--- src/hdl/silence_framed_receive_deframer_defines.svh ---
// ----------------------------------------------------------------------------
// Silence-framed receive deframer: assertion macros
// Concurrent checks on clk with synchronous reset rst_n; NO_ASSERTIONS
// compiles them out.
// ----------------------------------------------------------------------------
`ifndef SILENCE_FRAMED_RECEIVE_DEFRAMER_DEFINES_SVH
`define SILENCE_FRAMED_RECEIVE_DEFRAMER_DEFINES_SVH

`ifndef NO_ASSERTIONS
// same-cycle implication
`define SFRD_ASSERT_IMPL(lbl, ante, cons, msg) \
  lbl: assert property (@(posedge clk) disable iff (!rst_n) (ante) |-> (cons)) \
    else $error(msg);
// next-cycle implication
`define SFRD_ASSERT_NEXT(lbl, ante, cons, msg) \
  lbl: assert property (@(posedge clk) disable iff (!rst_n) (ante) |=> (cons)) \
    else $error(msg);
`else
`define SFRD_ASSERT_IMPL(lbl, ante, cons, msg)
`define SFRD_ASSERT_NEXT(lbl, ante, cons, msg)
`endif

`endif

--- src/hdl/sfrd_pkg.sv ---
// ----------------------------------------------------------------------------
// sfrd_pkg
// Types, codes and constants shared by the deframer front, queue and back.
// ----------------------------------------------------------------------------
package sfrd_pkg;

  localparam int BUFFER_BYTES_DEF = 64;
  localparam int MIN_FRAME_DEF    = 5;
  localparam int Q_DEPTH          = 2;

  localparam logic [7:0]  START_BYTE        = 8'h00;
  localparam logic [7:0]  SLAVE_ADDR_RESET  = 8'd1;
  localparam logic [15:0] SILENCE_RESET     = 16'd35;

  localparam logic CMD_BYTE = 1'b0;
  localparam logic CMD_TICK = 1'b1;

  localparam logic REG_SLAVE_ADDR = 1'b0;
  localparam logic REG_SILENCE    = 1'b1;

  typedef enum logic [1:0] {
    MODE_INIT  = 2'd0,
    MODE_IDLE  = 2'd1,
    MODE_RCV   = 2'd2,
    MODE_ERROR = 2'd3
  } mode_t;

  typedef enum logic [1:0] {
    EV_LINE_READY    = 2'd0,
    EV_PAYLOAD       = 2'd1,
    EV_BAD_FRAME     = 2'd2,
    EV_OTHER_STATION = 2'd3
  } event_t;

  typedef enum logic {
    BK_IDLE = 1'b0,
    BK_SEND = 1'b1
  } back_state_t;

  // one queued outcome of an expiry: a status code, or a payload run of plen
  typedef struct packed {
    event_t     ev;
    logic [5:0] plen;
  } job_t;

  typedef struct packed {
    logic run_active;
    logic run_done;
  } back_status_t;

  // high nibble * 10 + low nibble, wrapping at 8 bits
  function automatic logic [7:0] bcd_value(input logic [7:0] b);
    bcd_value = {1'b0, b[7:4], 3'b000} + {3'b000, b[7:4], 1'b0} + {4'h0, b[3:0]};
  endfunction

endpackage

--- src/hdl/sfrd_queue.sv ---
// ----------------------------------------------------------------------------
// sfrd_queue
// Short job queue between the classifying front and the emitting back.
// ----------------------------------------------------------------------------
module sfrd_queue
  import sfrd_pkg::*;
(
  input  logic clk,
  input  logic rst_n,
  input  logic push,
  input  job_t push_job,
  input  logic pop,
  output job_t head_job,
  output logic full,
  output logic empty
);

  localparam int QAW = (Q_DEPTH > 1) ? $clog2(Q_DEPTH) : 1;
  localparam int QCW = $clog2(Q_DEPTH + 1);

  job_t           slot_r [Q_DEPTH];
  logic [QAW-1:0] wp_r, wp_nxt;
  logic [QAW-1:0] rp_r, rp_nxt;
  logic [QCW-1:0] cnt_r, cnt_nxt;

  assign full     = (cnt_r == QCW'(Q_DEPTH));
  assign empty    = (cnt_r == '0);
  assign head_job = slot_r[rp_r];

  always_comb begin
    wp_nxt  = wp_r;
    rp_nxt  = rp_r;
    cnt_nxt = cnt_r;
    if (push) begin
      wp_nxt = (wp_r == QAW'(Q_DEPTH - 1)) ? '0 : wp_r + QAW'(1);
    end
    if (pop) begin
      rp_nxt = (rp_r == QAW'(Q_DEPTH - 1)) ? '0 : rp_r + QAW'(1);
    end
    case ({push, pop})
      2'b10:   cnt_nxt = cnt_r + QCW'(1);
      2'b01:   cnt_nxt = cnt_r - QCW'(1);
      default: cnt_nxt = cnt_r;
    endcase
  end

  always_ff @(posedge clk) begin
    if (!rst_n) begin
      wp_r  <= '0;
      rp_r  <= '0;
      cnt_r <= '0;
    end else begin
      wp_r  <= wp_nxt;
      rp_r  <= rp_nxt;
      cnt_r <= cnt_nxt;
    end
  end

  always_ff @(posedge clk) begin
    if (push) begin
      slot_r[wp_r] <= push_job;
    end
  end

endmodule

--- src/hdl/sfrd_front.sv ---
// ----------------------------------------------------------------------------
// sfrd_front
// Accepts bytes and ticks, runs the receive mode and silence timer, writes
// the frame memory and classifies each expiry out of init or receive into a queued job.
// ----------------------------------------------------------------------------
module sfrd_front
  import sfrd_pkg::*;
#(
  parameter int BUFFER_BYTES = BUFFER_BYTES_DEF,
  parameter int MIN_FRAME    = MIN_FRAME_DEF,
  localparam int AW = $clog2(BUFFER_BYTES),
  localparam int FW = $clog2(BUFFER_BYTES + 1)
) (
  input  logic          clk,
  input  logic          rst_n,
  input  logic          in_valid,
  output logic          in_stall,
  input  logic          in_cmd,
  input  logic [7:0]    in_rx_byte,
  input  logic [7:0]    slave_address,
  input  logic [15:0]   silence_ticks,
  input  logic          q_full,
  output logic          q_push,
  output job_t          q_job,
  input  back_status_t  bk_status,
  output logic          wr_en,
  output logic [AW-1:0] wr_addr,
  output logic [7:0]    wr_data
);

  mode_t         mode_r, mode_nxt;
  logic [FW-1:0] fill_r, fill_nxt;
  logic [15:0]   cnt_r, cnt_nxt;
  logic          timer_r, timer_nxt;
  logic          run_out_r, run_out_nxt;
  logic [15:0]   sum_r, sum_nxt;
  logic [7:0]    byte0_r, byte0_nxt;
  logic [7:0]    byte1_r, byte1_nxt;
  logic [7:0]    p1_r, p1_nxt;
  logic [7:0]    p2_r, p2_nxt;

  logic          accept;
  logic [15:0]   cnt_inc;
  logic [15:0]   limit;
  logic          len_ok, start_ok, sum_ok, addr_ok;
  logic [5:0]    plen;

  assign in_stall = q_full | run_out_r;
  assign accept   = in_valid & ~in_stall;
  assign wr_data  = in_rx_byte;

  assign cnt_inc  = (cnt_r == 16'hFFFF) ? cnt_r : cnt_r + 16'd1;
  assign limit    = (silence_ticks == 16'd0) ? 16'd1 : silence_ticks;

  // sum_r covers address through trailer; take the two trailer bytes back out
  assign len_ok   = (fill_r >= FW'(MIN_FRAME));
  assign start_ok = (byte0_r == START_BYTE);
  assign sum_ok   = ((sum_r - {8'h00, p1_r} - {8'h00, p2_r}) == {p1_r, p2_r});
  assign addr_ok  = (bcd_value(byte1_r) == slave_address);
  assign plen     = 6'(fill_r - FW'(4));

  always_comb begin
    mode_nxt    = mode_r;
    fill_nxt    = fill_r;
    cnt_nxt     = cnt_r;
    timer_nxt   = timer_r;
    run_out_nxt = run_out_r & ~bk_status.run_done;
    sum_nxt     = sum_r;
    byte0_nxt   = byte0_r;
    byte1_nxt   = byte1_r;
    p1_nxt      = p1_r;
    p2_nxt      = p2_r;
    wr_en       = 1'b0;
    wr_addr     = fill_r[AW-1:0];
    q_push      = 1'b0;
    q_job       = '{ev: EV_BAD_FRAME, plen: 6'd0};

    if (accept) begin
      if (in_cmd == CMD_BYTE) begin
        cnt_nxt   = 16'd0;
        timer_nxt = 1'b1;
        case (mode_r)
          MODE_IDLE: begin
            wr_en     = 1'b1;
            wr_addr   = '0;
            byte0_nxt = in_rx_byte;
            fill_nxt  = FW'(1);
            sum_nxt   = 16'd0;
            mode_nxt  = MODE_RCV;
          end
          MODE_RCV: begin
            if (fill_r < FW'(BUFFER_BYTES)) begin
              wr_en    = 1'b1;
              fill_nxt = fill_r + FW'(1);
              sum_nxt  = sum_r + {8'h00, in_rx_byte};
              p1_nxt   = in_rx_byte;
              p2_nxt   = p1_r;
              if (fill_r == FW'(1)) begin
                byte1_nxt = in_rx_byte;
              end
            end else begin
              mode_nxt = MODE_ERROR;
            end
          end
          default: ;
        endcase
      end else if (timer_r) begin
        if (cnt_inc >= limit) begin
          mode_nxt  = MODE_IDLE;
          timer_nxt = 1'b0;
          cnt_nxt   = 16'd0;
          case (mode_r)
            MODE_INIT: begin
              q_push   = 1'b1;
              q_job.ev = EV_LINE_READY;
            end
            MODE_RCV: begin
              q_push = 1'b1;
              if (!len_ok || !start_ok || !sum_ok) begin
                q_job.ev = EV_BAD_FRAME;
              end else if (!addr_ok) begin
                q_job.ev = EV_OTHER_STATION;
              end else begin
                q_job.ev    = EV_PAYLOAD;
                q_job.plen  = plen;
                run_out_nxt = 1'b1;
              end
            end
            default: ;
          endcase
        end else begin
          cnt_nxt = cnt_inc;
        end
      end
    end
  end

  always_ff @(posedge clk) begin
    if (!rst_n) begin
      mode_r    <= MODE_INIT;
      fill_r    <= '0;
      cnt_r     <= 16'd0;
      timer_r   <= 1'b1;
      run_out_r <= 1'b0;
    end else begin
      mode_r    <= mode_nxt;
      fill_r    <= fill_nxt;
      cnt_r     <= cnt_nxt;
      timer_r   <= timer_nxt;
      run_out_r <= run_out_nxt;
    end
  end

  always_ff @(posedge clk) begin
    sum_r   <= sum_nxt;
    byte0_r <= byte0_nxt;
    byte1_r <= byte1_nxt;
    p1_r    <= p1_nxt;
    p2_r    <= p2_nxt;
  end

endmodule

--- src/hdl/sfrd_back.sv ---
// ----------------------------------------------------------------------------
// sfrd_back
// Holds the frame memory, takes jobs from the queue and drives the result
// channel through an output register.
// ----------------------------------------------------------------------------
module sfrd_back
  import sfrd_pkg::*;
#(
  parameter int BUFFER_BYTES = BUFFER_BYTES_DEF,
  localparam int AW = $clog2(BUFFER_BYTES)
) (
  input  logic          clk,
  input  logic          rst_n,
  input  logic          q_empty,
  input  job_t          q_job,
  output logic          q_pop,
  input  logic          wr_en,
  input  logic [AW-1:0] wr_addr,
  input  logic [7:0]    wr_data,
  output back_status_t  bk_status,
  output logic          out_valid,
  input  logic          out_stall,
  output logic [1:0]    out_event_res,
  output logic [7:0]    out_payload_byte,
  output logic          out_last,
  output logic [5:0]    out_payload_length
);

  logic [7:0]    mem [BUFFER_BYTES];
  logic [7:0]    rdata_r;
  logic          rd_en;
  logic [AW-1:0] rd_addr;

  back_state_t   state_r, state_nxt;
  logic [5:0]    idx_r, idx_nxt;
  logic [5:0]    plen_r, plen_nxt;

  logic          out_valid_r, out_valid_nxt;
  event_t        ev_r, ev_nxt;
  logic [7:0]    pb_r, pb_nxt;
  logic          last_r, last_nxt;
  logic [5:0]    len_r, len_nxt;

  logic          out_free;
  logic          run_last;

  assign out_free = ~out_valid_r | ~out_stall;
  assign run_last = (idx_r == plen_r - 6'd1);

  always_comb begin
    state_nxt     = state_r;
    idx_nxt       = idx_r;
    plen_nxt      = plen_r;
    out_valid_nxt = out_valid_r & out_stall;
    ev_nxt        = ev_r;
    pb_nxt        = pb_r;
    last_nxt      = last_r;
    len_nxt       = len_r;
    q_pop         = 1'b0;
    rd_en         = 1'b0;
    rd_addr       = AW'(7'(idx_r) + 7'd3);
    bk_status     = '{run_active: (state_r == BK_SEND), run_done: 1'b0};

    case (state_r)
      BK_IDLE: begin
        if (!q_empty && out_free) begin
          q_pop = 1'b1;
          if (q_job.ev == EV_PAYLOAD) begin
            // payload starts after start and address bytes
            rd_en     = 1'b1;
            rd_addr   = AW'(2);
            idx_nxt   = 6'd0;
            plen_nxt  = q_job.plen;
            state_nxt = BK_SEND;
          end else begin
            out_valid_nxt = 1'b1;
            ev_nxt        = q_job.ev;
            pb_nxt        = 8'h00;
            last_nxt      = 1'b1;
            len_nxt       = 6'd0;
          end
        end
      end
      BK_SEND: begin
        if (out_free) begin
          out_valid_nxt = 1'b1;
          ev_nxt        = EV_PAYLOAD;
          pb_nxt        = rdata_r;
          last_nxt      = run_last;
          len_nxt       = plen_r;
          if (run_last) begin
            state_nxt          = BK_IDLE;
            bk_status.run_done = 1'b1;
          end else begin
            // fetch the next byte while this one sits in the output register
            idx_nxt = idx_r + 6'd1;
            rd_en   = 1'b1;
          end
        end
      end
      default: state_nxt = BK_IDLE;
    endcase
  end

  always_ff @(posedge clk) begin
    if (!rst_n) begin
      state_r     <= BK_IDLE;
      out_valid_r <= 1'b0;
    end else begin
      state_r     <= state_nxt;
      out_valid_r <= out_valid_nxt;
    end
  end

  always_ff @(posedge clk) begin
    idx_r  <= idx_nxt;
    plen_r <= plen_nxt;
    ev_r   <= ev_nxt;
    pb_r   <= pb_nxt;
    last_r <= last_nxt;
    len_r  <= len_nxt;
  end

  always_ff @(posedge clk) begin
    if (wr_en) begin
      mem[wr_addr] <= wr_data;
    end
    if (rd_en) begin
      rdata_r <= mem[rd_addr];
    end
  end

  assign out_valid          = out_valid_r;
  assign out_event_res      = ev_r;
  assign out_payload_byte   = pb_r;
  assign out_last           = last_r;
  assign out_payload_length = len_r;

endmodule

--- src/hdl/silence_framed_receive_deframer.sv ---
// ----------------------------------------------------------------------------
// silence_framed_receive_deframer
// Receive deframer for silence-delimited frames with an additive checksum.
// ----------------------------------------------------------------------------
// Every input beat (a line byte or a timer tick) is taken while in_stall is
// low. A tick that ends the silence after init or a received frame queues
// one job in a two-entry queue; a status result is popped from the queue
// into the output register. A good frame drains from the frame memory's
// registered read port one payload byte per cycle while the result side
// takes them, each byte passing the read register and then the output
// register. The input side stalls from the expiry of a good frame until
// its last payload beat has been loaded, and while the job queue is full.
// Configuration registers: slave_address at byte 0, silence_ticks at byte 4.
// ----------------------------------------------------------------------------
`include "silence_framed_receive_deframer_defines.svh"

module silence_framed_receive_deframer
  import sfrd_pkg::*;
#(
  parameter int BUFFER_BYTES = BUFFER_BYTES_DEF,
  parameter int MIN_FRAME    = MIN_FRAME_DEF
) (
  input  logic        clk,
  input  logic        rst_n,
  input  logic        in_valid,
  output logic        in_stall,
  input  logic        in_cmd,
  input  logic [7:0]  in_rx_byte,
  output logic        out_valid,
  input  logic        out_stall,
  output logic [1:0]  out_event_res,
  output logic [7:0]  out_payload_byte,
  output logic        out_last,
  output logic [5:0]  out_payload_length,
  input  logic        psel,
  input  logic        penable,
  input  logic        pwrite,
  input  logic [2:0]  paddr,
  input  logic [31:0] pwdata,
  output logic [31:0] prdata,
  output logic        pready
);

  localparam int AW = $clog2(BUFFER_BYTES);

  logic [7:0]    slave_address_r;
  logic [15:0]   silence_ticks_r;
  logic          cfg_write;

  logic          q_push, q_pop, q_full, q_empty;
  job_t          q_push_job, q_head_job;
  back_status_t  bk_status;
  logic          wr_en;
  logic [AW-1:0] wr_addr;
  logic [7:0]    wr_data;

  assign pready    = 1'b1;
  assign cfg_write = psel & penable & pwrite & pready;

  always_ff @(posedge clk) begin
    if (!rst_n) begin
      slave_address_r <= SLAVE_ADDR_RESET;
      silence_ticks_r <= SILENCE_RESET;
    end else if (cfg_write) begin
      case (paddr[2])
        REG_SLAVE_ADDR: slave_address_r <= pwdata[7:0];
        REG_SILENCE:    silence_ticks_r <= pwdata[15:0];
        default: ;
      endcase
    end
  end

  always_comb begin
    case (paddr[2])
      REG_SLAVE_ADDR: prdata = {24'h000000, slave_address_r};
      REG_SILENCE:    prdata = {16'h0000, silence_ticks_r};
      default:        prdata = 32'h00000000;
    endcase
  end

  sfrd_front #(
    .BUFFER_BYTES (BUFFER_BYTES),
    .MIN_FRAME    (MIN_FRAME)
  ) u_front (
    .clk           (clk),
    .rst_n         (rst_n),
    .in_valid      (in_valid),
    .in_stall      (in_stall),
    .in_cmd        (in_cmd),
    .in_rx_byte    (in_rx_byte),
    .slave_address (slave_address_r),
    .silence_ticks (silence_ticks_r),
    .q_full        (q_full),
    .q_push        (q_push),
    .q_job         (q_push_job),
    .bk_status     (bk_status),
    .wr_en         (wr_en),
    .wr_addr       (wr_addr),
    .wr_data       (wr_data)
  );

  sfrd_queue u_queue (
    .clk      (clk),
    .rst_n    (rst_n),
    .push     (q_push),
    .push_job (q_push_job),
    .pop      (q_pop),
    .head_job (q_head_job),
    .full     (q_full),
    .empty    (q_empty)
  );

  sfrd_back #(
    .BUFFER_BYTES (BUFFER_BYTES)
  ) u_back (
    .clk                (clk),
    .rst_n              (rst_n),
    .q_empty            (q_empty),
    .q_job              (q_head_job),
    .q_pop              (q_pop),
    .wr_en              (wr_en),
    .wr_addr            (wr_addr),
    .wr_data            (wr_data),
    .bk_status          (bk_status),
    .out_valid          (out_valid),
    .out_stall          (out_stall),
    .out_event_res      (out_event_res),
    .out_payload_byte   (out_payload_byte),
    .out_last           (out_last),
    .out_payload_length (out_payload_length)
  );

  `SFRD_ASSERT_IMPL(a_push_room, q_push, !q_full, "job pushed into a full queue")
  `SFRD_ASSERT_IMPL(a_no_write_in_run, wr_en, !bk_status.run_active,
                    "frame memory written during a payload run")
  `SFRD_ASSERT_NEXT(a_run_ends, bk_status.run_done, !bk_status.run_active,
                    "payload run still active after its last beat")
  `SFRD_ASSERT_IMPL(a_status_single, out_valid && (out_event_res != EV_PAYLOAD),
                    out_last && (out_payload_length == 6'd0),
                    "status result without last mark or with a length")
  `SFRD_ASSERT_IMPL(a_payload_len, out_valid && (out_event_res == EV_PAYLOAD),
                    out_payload_length != 6'd0, "payload beat with zero length")

endmodule
--- config.mk ---
export PLATFORM = sky130hd
export DESIGN_NAME = silence_framed_receive_deframer
export DESIGN_NICKNAME = d
export VERILOG_FILES = /design/src/hdl/sfrd_pkg.sv /design/src/hdl/sfrd_queue.sv /design/src/hdl/sfrd_front.sv /design/src/hdl/sfrd_back.sv /design/src/hdl/silence_framed_receive_deframer.sv
export VERILOG_INCLUDE_DIRS = /design/src /design/src/hdl
export SDC_FILE = /design/constraint.sdc
export NUM_CORES = 1
export LEC_CHECK = 0
export BUFFER_PORTS_ARGS = -buffer_cell sky130_fd_sc_hd__clkbuf_2
export CAP_MARGIN = 20
export CORE_MARGIN = 2
export CORE_UTILIZATION = 32
export DETAILED_ROUTE_END_ITERATION = 10
export PLACE_DENSITY = 0.55
export SETUP_SLACK_MARGIN = 0.02
export SLEW_MARGIN = 10
export SYNTH_ARGS = -nofsm -noshare
export SYNTH_HDL_FRONTEND = slang
export SYNTH_SLANG_ARGS = --single-unit
export TNS_END_PERCENT = 50
--- constraint.sdc ---
create_clock -name clk -period 5.75 [get_ports clk]
set_input_delay 0 -clock clk [delete_from_list [all_inputs] [get_ports clk]]
set_output_delay 0 -clock clk [all_outputs]
set_load 0.005 [all_outputs]
==> impl_metrics.tcl <==
set metrics [dict create \
    core_sq_um 91900 \
    max_freq_ghz 0.215 \
    start_util_pct 32.4 \
    first_iter_violations 1585 \
    avgViaCountPerCell 5.25 \
    seq_area_frac_synth_pct 65.8 \
    grt_pass1_wl_um 116000 \
    cts.sinks 671 \
    cts_buffers 74 \
    maxSlewViolCount 0 \
    worstMarginPinSlew_ns 1.01 \
    power_leakage_uw 0.0112 \
    synthAdderAreaFrac_pct 3.10 \
    io_buffer_count 67 \
    drc 0 \
    slowest_stage "or4_1" \
    place_congestion 0.840 \
    dieArea_sq_um 95400 \
    first_pass_iters 5 \
    diodes 0 \
    ios 103 \
    max-cap-violations 0 \
    worst-setup-path-type "flip-flop to flip-flop" \
    max-vdd-ir-drop_mv 0.224 \
    max_stage_delay_ns 0.71 \
    drive_gt1_share_pct 15.0 \
    maxSlewHeadroom_pct 31.2 \
    power_frac_clock_pct 35.0 \
    grt_pass1_vias 18400 \
    synth_area_sq_um 29700 \
    antenna_found_initial 2 \
    cts_tree "done" \
    synth_edf_count 613 \
    muxShareOfSynthArea_pct 7.23 \
    ys.warnings.count 0 \
    rows 111 \
    async_flop_share_pct 0 \
    yosysMostFrequentCell "edfxtp_1" \
    synth_compound_area_share_pct 10.2 \
    grt_max_degree 68 \
    min_period_ns 4.65 \
    synthSimpleGateAreaFrac_pct 8.83 \
    wire_per_inst_um 21.9 \
    critPathRequiredTime_ns 6.30 \
    synth_top_area_share_pct 61.9 \
    powerDensity_nw_per_um2 375 \
    status "complete, no violations" \
    area_growth_pct 14.6 \
    cp_num_buf_inv 1 \
    switching_share_pct 30.1 \
    setup-tns-final_ns 0 \
    critPathTopFamily "simple AND/OR/NAND/NOR gates" \
    final_area_sq_um 34100 \
    worstSetupEndpointType "flip-flop" \
    ant_nets 0 \
    place_area_sq_um 31500 \
    synth_commonest_cells "613 x edfxtp_1, 124 x nor2_1, 114 x nand2_1, 101 x nand3_1" \
    synthFlopType "edfxtp_1" \
    track_usage_pct 16.1 \
    power_frac_seq_pct 42.9 \
    intPower_uw 8940 \
    postSynthCellCount 2107 \
    worst_hold_slack_ns 0.0717 \
    crit_chain "and4_1, nand4_1, or4_1, nand4_1, xnor2_1, ha_1, a21o_1, a21o_1, a211oi_1, a2bb2oi_1, and3_1, buf_4, and3_1, a32o_1" \
    min_path_type "input port to flip-flop" \
    skew_ns 0.0322 \
    dieHeight_um 309 \
    yosysTopAreaCell "edfxtp_1" \
    fill_cells 8717 \
    arrival_ns 5.20 \
    finalWirelength_um 77100 \
    dr_total_vias 18400 \
    clk_latency_ns 0.63 \
    clk_pin_slew_ns 0.05 \
    hold_viol 0 \
    dpl.hpwl_um 50100 \
    yosysUniqueCellTypes 91 \
    avgSynthCellArea_sq_um 14.1 \
    root_buffer "clkbuf_16" \
    ys_seq_elements 671 \
    p_switching_uw 3860 \
    clock_path_buffers 3 \
    pwr-share-comb_pct 22.1 \
    crit_path_start_kind "flip-flop" \
    rrSetupSlack_ns 1.10 \
    path_max_fanout 10 \
    rsz0062_at_grt "no" \
    fin_nets 2336 \
    setup_viol 0 \
    period_share_pct 80.9 \
    synth.area.top_cells "edfxtp_1 62%, dfxtp_1 3.9%, mux4_2 2.8%, mux2i_1 2.4%, ha_1 2.4%" \
    grt.overflow.total 0 \
    die_w_um 309 \
    synth_top_family_by_area "compound AO/OA/AOI/OAI gates" \
    synthXorXnorAreaFrac_pct 2.05 \
    htree_levels 3 \
]
==> final timing paths <==
| path | end | startpoint | depth (start not counted) |
|---|---|---|---|
| max | u_front.cnt_r[5]$_SDFFE_PN0P_ | u_front.cnt_r[3]$_SDFFE_PN0P_ | 14 |
| max reg2reg | u_front.cnt_r[5]$_SDFFE_PN0P_ | u_front.cnt_r[3]$_SDFFE_PN0P_ | 14 |
| min | u_front.sum_r[5]$_SDFFCE_PN0P_ | in_rx_byte[5] | 4 |
| min reg2reg | silence_ticks_r[10]$_SDFFE_PN0P_ | silence_ticks_r[10]$_SDFFE_PN0P_ | 2 |
==> metrics by stage <==
stage	utilization (%)	std cells	setup WS (ns)	power, uW
2_1_floorplan	-	2122	1.68	7330
3_3_place_gp	34.2	3348	1.17	8360
3_5_place_dp	34.2	3349	1.21	8390
4_1_cts	37.1	3511	1.16	12900
5_1_grt	37.1	3512	0.766	13300
6_report	37.1	3512	1.10	12800
==> per-layer routing <==
metal	routed length, um	global-route usage (%)	vias up
met4	2220	5.31	2
met1	33500	21.7	9353
met3	4650	2.93	137
met2	36700	26.2	558
met5	12	0	-
li1	-	-	8393
==> cell usage in the layout (no fill, tap or decap), types with 15 or more instances in the layout <==
master	count
a211oi_1	18
a21oi_1	87
a221oi_1	15
a22oi_1	15
and2_1	35
buf_4	42
clkbuf_1	20
clkbuf_16	74
clkbuf_2	67
conb_1	17
dfxtp_1	58
dlygate4sd3_1	35
edfxtp_1	613
ha_1	56
inv_1	63
mux2_2	53
mux2i_1	72
mux4_2	37
nand2_1	114
nand3_1	101
nor2_1	122
nor3_1	27
nor4_1	33
o21ai_0	87
o221a_2	15
o221ai_1	26
xnor2_1	45
xor2_1	21
==> cell type report <==
type | instances | area, sq um | area share (%)
Multi-Input combinational cell | 1261 | 9440 | 27.7
Clock buffer | 96 | 1950 | 5.73
Sequential cell | 671 | 19600 | 57.4
Inverter | 65 | 244 | 0.716
Tap cell | 1243 | 1560 | 4.56
Clock inverter | 31 | 325 | 0.954
Timing Repair Buffer | 145 | 1010 | 2.95
==> kinds of logic after synthesis <==
group,after synthesis
other,2
AND/OR/NAND/NOR,526
adder cells (fa/ha/maj),67
buffers and inverters,190
multiplexers,162
AO/OA/AOI/OAI,421
XOR/XNOR,68
flip-flops,671
==> flip-flops by register name, summed over array words and instances, names as in the netlist, 2 cells and up, named ones only <==
| register | flops |
|---|---|
| u_back.out_payload_byte | 8 |
| u_back.rdata_r | 8 |
| u_front.sum_r | 16 |
| slave_address_r | 8 |
| u_front.byte0_r | 8 |
| u_front.fill_r | 7 |
| u_back.out_payload_length | 6 |
| u_front.mode_r | 2 |
| u_back.mem | 512 |
| u_front.cnt_r | 16 |
| u_queue.cnt_r | 2 |
| u_back.out_event_res | 2 |
| u_front.byte1_r | 8 |
| u_back.plen_r | 6 |
| u_back.idx_r | 6 |
| u_front.p2_r | 8 |
| u_front.p1_r | 8 |
| silence_ticks_r | 16 |
| u_queue.slot_r | 16 |
==> what timing repair did <==
item | CTS | global route
resized for setup | 0 | 0
setup buffers | 0 | 0
hold buffers | 35 | 0
endpoints found under the hold margin | 141 | 0
==> worst reg2reg max path, stage by stage, from the launching register on <==
cell       delay [ns]
dfxtp_1          0.50
and4_1           0.36
nand4_1          0.28
or4_1            0.71
nand4_1          0.23
xnor2_1          0.15
ha_1             0.27
a21o_1           0.17
a21o_1           0.17
a211oi_1         0.28
a2bb2oi_1        0.32
and3_1           0.38
buf_4            0.23
and3_1           0.37
a32o_1           0.19
==> power by group through the flow <==
stage	sequential (uW)	clock [uW]	combinational, uW
6_report	5490	4480	2830
3_5_place_dp	5600	0	2790
3_3_place_gp	5590	0	2760
4_1_cts	5500	4570	2820
5_1_grt	5500	4750	3020
2_1_floorplan	5560	0	1770
No activity file was read; power rests on OpenSTA's default activity.
